===== src/hdl/bpp_pkg.sv =====
// Shared types, constants and pattern ROM for the buzzer pattern player.
package bpp_pkg;

    localparam int SLOTS_PER_MESSAGE = 10;
    localparam int MESSAGE_COUNT     = 7;

    localparam int ROM_ROWS = 7;
    localparam int ROM_COLS = 10;

    localparam int KIND_W = 2;
    localparam int MSG_W  = 3;
    localparam int SLOT_W = 4;
    localparam int DUR_W  = 11;

    typedef enum logic [KIND_W-1:0] {
        KIND_TICK   = 2'd0,
        KIND_SELECT = 2'd1,
        KIND_CLEAR  = 2'd2,
        KIND_NONE   = 2'd3
    } bpp_kind_t;

    typedef struct packed {
        logic [DUR_W-1:0]  remaining_ms;
        logic [SLOT_W-1:0] slot_counter;
        logic [MSG_W-1:0]  active_message;
        logic              buzzer_level;
    } bpp_state_t;

    localparam logic [DUR_W-1:0] PATTERN_ROM [ROM_ROWS][ROM_COLS] = '{
        '{11'd0,    11'd0,    11'd0,    11'd0,    11'd0,
          11'd0,    11'd0,    11'd0,    11'd0,    11'd0},
        '{11'd500,  11'd500,  11'd500,  11'd500,  11'd0,
          11'd0,    11'd0,    11'd0,    11'd0,    11'd0},
        '{11'd2000, 11'd500,  11'd500,  11'd500,  11'd500,
          11'd500,  11'd0,    11'd0,    11'd0,    11'd0},
        '{11'd50,   11'd100,  11'd50,   11'd1000, 11'd50,
          11'd100,  11'd50,   11'd1000, 11'd0,    11'd0},
        '{11'd100,  11'd500,  11'd100,  11'd500,  11'd100,
          11'd500,  11'd0,    11'd0,    11'd0,    11'd0},
        '{11'd1000, 11'd1000, 11'd1000, 11'd1000, 11'd1000,
          11'd1000, 11'd1000, 11'd1000, 11'd1000, 11'd1000},
        '{11'd50,   11'd100,  11'd50,   11'd100,  11'd0,
          11'd0,    11'd0,    11'd0,    11'd0,    11'd0}
    };

    function automatic logic [DUR_W-1:0] rom_duration(
        input logic [MSG_W-1:0]  msg,
        input logic [SLOT_W-1:0] slot
    );
        logic [DUR_W-1:0] dur;
        dur = '0;
        if ({1'b0, msg} < (MSG_W+1)'(ROM_ROWS) && {1'b0, slot} < (SLOT_W+1)'(ROM_COLS))
        begin
            dur = PATTERN_ROM[msg][slot];
        end
        return dur;
    endfunction

endpackage


===== src/hdl/bpp_step.sv =====
// Next-state logic for one beat: tick countdown, slot advance, select and clear.
module bpp_step
    import bpp_pkg::*;
(
    input  logic [KIND_W-1:0] kind,
    input  logic [MSG_W-1:0]  message,
    input  bpp_state_t        cur,
    output bpp_state_t        nxt
);

    logic [DUR_W-1:0] rem_dec;

    assign rem_dec = (cur.remaining_ms != '0) ? cur.remaining_ms - DUR_W'(1) : '0;

    always_comb
    begin
        nxt = cur;
        case (bpp_kind_t'(kind))
            KIND_TICK:
            begin
                nxt.remaining_ms = rem_dec;
                if (cur.active_message != '0 && rem_dec == '0)
                begin
                    if ({1'b0, cur.slot_counter} >= (SLOT_W+1)'(SLOTS_PER_MESSAGE))
                    begin
                        nxt.slot_counter   = '0;
                        nxt.active_message = '0;
                    end
                    else
                    begin
                        nxt.buzzer_level = ~cur.slot_counter[0];
                        nxt.remaining_ms = rom_duration(cur.active_message,
                                                        cur.slot_counter);
                        nxt.slot_counter = cur.slot_counter + SLOT_W'(1);
                    end
                end
            end
            KIND_SELECT:
            begin
                if ({1'b0, message} < (MSG_W+1)'(MESSAGE_COUNT))
                begin
                    nxt.active_message = message;
                end
            end
            KIND_CLEAR:
            begin
                nxt.slot_counter   = '0;
                nxt.active_message = '0;
            end
            default:
            begin
                nxt = cur;
            end
        endcase
    end

endmodule


===== src/hdl/buzzer_pattern_player.sv =====
// Top level of the buzzer pattern player: input register, state and result register.
//
// Usage:
//   Input channel (item_valid / item_stall) carries one beat per item: kind
//   (tick, select, clear) and message. Output channel (result_valid /
//   result_stall) returns exactly one beat per item with buzzer_on, playing
//   and slot_index as they stand after that item.
//   Path: an accepted beat lands in the input register; from there the state
//   update writes the state register and the result register together,
//   which then show the result for that item.
//   Throughput: one item per cycle while no result is held under
//   result_stall; the state update is a single compare, decrement and ROM
//   lookup between the input register and the result register.
//   Reset: countdown, slot index, message and buzzer level clear to zero;
//   both pipeline stages empty.
//   Stall: while result_stall holds a waiting result, one more item is still
//   taken into the input register; item_stall rises only when both the input
//   register and the result register are full.
module buzzer_pattern_player
    import bpp_pkg::*;
(
    input  logic              clk,
    input  logic              rst_n,
    input  logic              item_valid,
    output logic              item_stall,
    input  logic [KIND_W-1:0] kind,
    input  logic [MSG_W-1:0]  message,
    output logic              result_valid,
    input  logic              result_stall,
    output logic              buzzer_on,
    output logic              playing,
    output logic [SLOT_W-1:0] slot_index
);

    logic              s1_valid_reg;
    logic              s1_valid_next;
    logic [KIND_W-1:0] s1_kind_reg;
    logic [MSG_W-1:0]  s1_message_reg;
    bpp_state_t        state_reg;
    bpp_state_t        state_next;
    logic              result_valid_reg;
    logic              result_valid_next;
    logic              buzzer_on_reg;
    logic              playing_reg;
    logic [SLOT_W-1:0] slot_index_reg;
    logic              s2_ready;
    logic              s1_advance;
    logic              item_take;

    assign s2_ready   = !result_valid_reg || !result_stall;
    assign s1_advance = s1_valid_reg && s2_ready;
    assign item_stall = s1_valid_reg && !s2_ready;
    assign item_take  = item_valid && !item_stall;

    assign s1_valid_next     = item_stall ? s1_valid_reg : item_valid;
    assign result_valid_next = s2_ready ? s1_valid_reg : result_valid_reg;

    bpp_step u_step (
        .kind    (s1_kind_reg),
        .message (s1_message_reg),
        .cur     (state_reg),
        .nxt     (state_next)
    );

    always_ff @(posedge clk or negedge rst_n)
    begin
        if (!rst_n)
        begin
            s1_valid_reg     <= 1'b0;
            result_valid_reg <= 1'b0;
            state_reg        <= '0;
        end
        else
        begin
            s1_valid_reg     <= s1_valid_next;
            result_valid_reg <= result_valid_next;
            if (s1_advance)
            begin
                state_reg <= state_next;
            end
        end
    end

    always_ff @(posedge clk)
    begin
        if (item_take)
        begin
            s1_kind_reg    <= kind;
            s1_message_reg <= message;
        end
        if (s1_advance)
        begin
            buzzer_on_reg  <= state_next.buzzer_level;
            playing_reg    <= (state_next.active_message != '0);
            slot_index_reg <= state_next.slot_counter;
        end
    end

    assign result_valid = result_valid_reg;
    assign buzzer_on    = buzzer_on_reg;
    assign playing      = playing_reg;
    assign slot_index   = slot_index_reg;

endmodule


===== config.mk =====
export PLATFORM = sky130hd
export DESIGN_NAME = buzzer_pattern_player
export DESIGN_NICKNAME = d
export VERILOG_FILES = /design/src/hdl/bpp_pkg.sv /design/src/hdl/bpp_step.sv /design/src/hdl/buzzer_pattern_player.sv
export SDC_FILE = /design/constraint.sdc
export NUM_CORES = 1
export LEC_CHECK = 0
export BUFFER_PORTS_ARGS = -buffer_cell sky130_fd_sc_hd__buf_2
export CORE_MARGIN = 4
export CORE_UTILIZATION = 40
export DETAILED_ROUTE_END_ITERATION = 16
export PLACE_DENSITY_LB_ADDON = 0.3
export SLEW_MARGIN = 20
export SYNTH_ARGS = -nofsm -noshare
export SYNTH_HDL_FRONTEND = slang
export SYNTH_SLANG_ARGS = --single-unit
export TNS_END_PERCENT = 20

===== constraint.sdc =====
create_clock -name clk -period 3.9 [get_ports clk]
set_input_delay 0 -clock clk [delete_from_list [all_inputs] [get_ports clk]]
set_output_delay 0 -clock clk [all_outputs]
set_load 0.02 [all_outputs]

# Yosys cells after proc, flatten, opt, wreduce, memory -nomap -nowiden
# Memories as Yosys holds them, arrays and structs flattened.
# Cells that the tools add are included.
# W data, S select, Z words.
[op_classes] n_addsub=2 n_lt_le_gt_ge=6 eq_ne=2 muxes=16 n_bitwise=3 n_reduce_logical=16
[ops] op="$mux W110" count=2
[ops] op="$mux W11" count=5
[ops] op="$bmux W11 S4" count=1
[ops] op="$mux W19" count=1
[ops] op="$logic_not A11 Y1" count=1
[ops] op="$reduce_bool A11 Y1" count=1
[ops] op="$sub A11 B1 Y11 const B" count=1
[ops] op="$pmux W3 S3" count=1
[ops] op="$ge A4 B4 Y1 const B" count=2
[ops] op="$pmux W4 S2" count=1
[ops] op="$lt A3 B3 Y1 const B" count=2
[ops] op="$mux W3" count=2
[ops] op="$reduce_bool A3 Y1" count=2
[ops] op="$ge A5 B5 Y1 const B" count=1
[ops] op="$logic_and A1 B1 Y1" count=5
[ops] op="$not A4 Y5" count=1
[ops] op="$add A4 B1 Y4 const B" count=1
[ops] op="$logic_not A1 Y1" count=4
[ops] op="$lt A4 B4 Y1 const B" count=1
[ops] op="$mux W4" count=1
[ops] op="$not A3 Y4" count=1
[ops] op="$eq A2 B1 Y1 const B" count=1
[ops] op="$eq A2 B2 Y1 const B" count=1
[ops] op="$logic_not A2 Y1" count=1
[ops] op="other kinds (4)" count=5
[totals] ff_bits=32 romBits=880 inputBits=9 out_inout_bits=8 elab_cells=57 memories=1
[mem_list] memory="(name not given)" words=8 word_bits=110 rd=1 rd_ports_with_merged_regs=0 wr=0 line="bpp_pkg.sv:54" rtl="dur = PATTERN_ROM[msg][slot];"

# Logic depth before layout (Yosys ltp)
[depth] ltp_word=12 ltp_mapped=10 depth_no_buf=8

# Cells and area by module
# Synthesis repeated with hierarchy kept, for this count alone.
[unflattened] hier_cells=264 hier_area_um2=2408.6
[by_module_without_submodules] mod="bpp_step" instances=1 cells_per_inst=204 area_each_um2=1268.7 seq_area_each_um2=0.0
[by_module_without_submodules] mod="buzzer_pattern_player" instances=1 cells_per_inst=60 area_each_um2=1139.8 seq_area_each_um2=855.8

# Least setup slack after synthesis
# No wires, ideal clock.
[synth_timing] kind="register -> register" start="reg state_reg[8] (netlist name)" end="reg slot_index_reg[2] (netlist: slot_index[2]) (data pin)" setup_time_ns=0.261 arrival_ns=2.658 required_ns=3.639 slack_ns=0.981 stages_incl_launch_ff=10 path_buffers=1 cell_sequence="dfrtp_1 -> inv_1 -> ha_1 -> or4b_1 -> clkbuf_1 -> o31a_1 -> a2111oi_4 -> o2111ai_4 -> o21bai_1 -> a311o_1"
[synth_rtl] item="start: declaration" line="buzzer_pattern_player.sv:39" rtl="bpp_state_t state_reg;"
[synth_rtl] item="start signal: assignment" line="buzzer_pattern_player.sv:79" rtl="state_reg <= state_next;"
[synth_rtl] item="end signal: assignment" line="buzzer_pattern_player.sv:95" rtl="slot_index_reg <= state_next.slot_counter;"
[synth_rtl] item="end: declaration" line="buzzer_pattern_player.sv:45" rtl="logic [SLOT_W-1:0] slot_index_reg;"

# Final worst setup path
[layout_timing] start="reg state_reg[8] (netlist name)" end="reg state_reg[10] (netlist name)"
[layout_between] elab_chain_len=5 word_cells_on_any_way=7
[layout_lines] item="$sub A11 B1 Y11 or $reduce_bool A11 Y1 (tied branches)" line="bpp_step.sv:13" rtl="assign rem_dec = (cur.remaining_ms != '0) ? cur.remaining_ms - DUR_W'(1) : '0;"
[layout_lines] item="$mux W11 *" line="bpp_step.sv:13"
[layout_lines] item="$logic_not A11 Y1" line="bpp_step.sv:22" rtl="if (cur.active_message != '0 && rem_dec == '0)"
[layout_lines] item="$logic_and A1 B1 Y1" line="bpp_step.sv:22"
[layout_lines] item="$mux W19 *" line="bpp_step.sv:22"
# Mark *: on every way between the ends. The rest lies on a longest branch, timed or not.
# A chain may end at the register's enable or synchronous reset.

==> flow_summary.ini <==
[synth]
synthArstFlopShare_pct = 65.6
synth-seq-cells = 32
synthesis.nets = 302
synth_top_area_share_pct = 21.6
synth_area_um2 = 2430
postSynthCellCount = 282
yosysTopAreaCell = dfrtp_1
ys.flop_type = dfrtp_1
syn_avg_cell_area_um2 = 8.62
synth-warning-count = 0
yosys-top-cells-area = dfrtp_1, edfxtp_1, ha_1
synth_edf_count = 11
synth.distinct_cells = 61
yosysSeqAreaShare_pct = 35.2

[sta]
rsz0062_at_grt = false
hold_slack_ps = 221
slew_headroom_pct = 53.3
setup-tns-final_ps = 0
timing.final.max_slew_violations = 0
final-setup-viol-count = 0
fin_ws_ps = 583
hold_viol = 0
worst_pin_slew_ps = 701
max_freq_ghz = 0.301
min_period_ps = 3320
skew_ps = 10.4
fin_crit_sh_pct = 85.1

[cts]
cts_resized = 0
cts_tree = yes
cts_buffer_depth = 2
clock_latency_ps = 290
numCtsBuffers = 5
cts_sinks = 32
htreeDepth = 2
clkSlewWorstSetupHoldPaths_ps = 80
cts_root_buf = clkbuf_8

[detailed_routing]
wl_per_cell_um = 15.5
drt-total-wl_um = 5720
via_per_inst = 5.83
ant_nets = 0
first_pass_iters = 4
drc = 0
drtIter0Drc = 226
vias = 2157

[worst_setup_path]
crit_start = state_reg[8]
critPathCapture = state_reg[10]
r2r_slack_ps = 580
r2r-start = state_reg[8]
required_ps = 4120
r2r_cells = 8
critPathBufInv = 1
slowest_stage = a2111oi_0
path_depth = 8
cp_slowest_stage_delay_ps = 630
critical_path_class = flip-flop to flip-flop
crit_path_cell_trace = inv_1 > ha_1 > or4b_1 > nor3_1 > a31o_2 > o2111ai_4 > a2111oi_0 > o22a_1
startpoint_type = flip-flop
cp-end-kind = flip-flop
crit_arrival_ps = 3540
crit_family = compound AO/OA/AOI/OAI gates
cp_max_fo = 19
timing.rr.end = state_reg[10]

[die]
die_w_um = 86.0
coreArea_um2 = 5920
core.rowCount = 28
ios = 17
die_area_um2 = 7390
floorplan.die.height_um = 86.0
initial_core_util_pct = 41.1

[global_routing]
grt_pass1_vias = 1953
grt.total_usage_pct = 16.0
antenna_found_initial = 0
grt_pass1_wl_um = 9560
grt_max_degree = 25
overflow = 0

[layout]
fin_util_pct = 45.7
largest_reg_flops = 19
fin_area_um2 = 2710
fin_cells = 370
layout.nets = 314
drive_gt1_share_pct = 13.2
diodes = 0
area_delta_synth_final_pct = 11.3

[power_and_ir_drop]
power_frac_comb_pct = 38.8
power_switching_mw = 0.549
ir_drop_uv = 261
pwr-share-seq_pct = 41.7
switching_share_pct = 41.3
p_int_mw = 0.780
p_leak_nw = 1.03
clockPowerShare_pct = 19.5
fin_total_pwr_mw = 1.33
power_density_nw_per_um2 = 491

[status]
status = complete, no violations

[place]
gp_congestion = 0.834
io_buffer_count = 16
dp_hpwl_um = 4030
place_area_um2 = 2530
dpl_worst_slack_ps = 601
dp.cells = 354

[hold_path]
hold_path_class = input pin to asynchronous set/reset pin

[flow_run]
cap_violations = 0
[power by group through the flow]
stage               Combinational [mW]  Sequential [mW]  Clock, mW
floorplan                        0.469            0.484          0
global placement                 0.512            0.558          0
detailed placement               0.510            0.559          0
CTS                              0.518            0.551      0.266
global route                     0.577            0.574      0.284
finish                           0.516            0.555      0.259
[kinds of logic after synthesis]
group,Yosys count,synth area share (%)
mux,3,1.29
buf+inv,35,5.76
simple gates,95,20.7
compound gates,105,31.0
fa+ha+maj,11,5.66
xor+xnor,1,0.360
flops,32,35.2
[cell usage in the layout (no fill, tap or decap), types with 11 or more instances in the layout]
cell	n
inv_1	13
ha_1	11
nor3_1	16
edfxtp_1	11
a21oi_1	16
buf_2	16
nand2_1	17
o21ai_0	17
dfrtp_1	21
nor2_1	18
[repair_timing]
item | CTS | global route
buffers inserted | 0 | 0
hold buffers | 8 | 0
endpoints found under the hold margin | 28 | 0
setup endpoints to repair | 0 | 0
[layout make-up]
type	count	area, um^2
timing repair buffer	26	175
fill	568	3220
multi-input combinational	215	1440
clock inverter	3	23.8
clock buffer	5	68.8
sequential	32	856
inverter	14	52.6
tap	75	93.8
[metal layers]
layer | wire (um) | track usage (%) | vias to the layer above | part of all wire, %
met1 | 2660 | 23.0 | 1005 | 47
met5 | 0 | 0 | - | 0
met4 | 67 | 5.47 | 0 | 1.2
met2 | 2760 | 24.2 | 51 | 48
li1 | - | - | 1095 | -
met3 | 227 | 2.88 | 6 | 4.0
[cells in the mapped netlist, types with 8 or more instances]
| master | count |
|---|---|
| o21ai_1 | 9 |
| clkbuf_1 | 18 |
| nor3_1 | 16 |
| dfrtp_1 | 21 |
| ha_1 | 11 |
| o31ai_1 | 8 |
| nor2_1 | 18 |
| nand2_1 | 17 |
| edfxtp_1 | 11 |
| o21ai_0 | 17 |
| inv_1 | 13 |
| a21oi_1 | 16 |
[how the worst min path moves through the flow]
stage / endpoint / slack [ps]
6_report: state_reg[1] / 220
5_1_grt: result_valid / 270
4_1_cts: result_valid / 240
3_5_place_dp: state_reg[12] / 4
3_3_place_gp: state_reg[10] / 0.4
2_1_floorplan: result_valid / -300
Note: power is estimated with default switching activity, not from simulation.
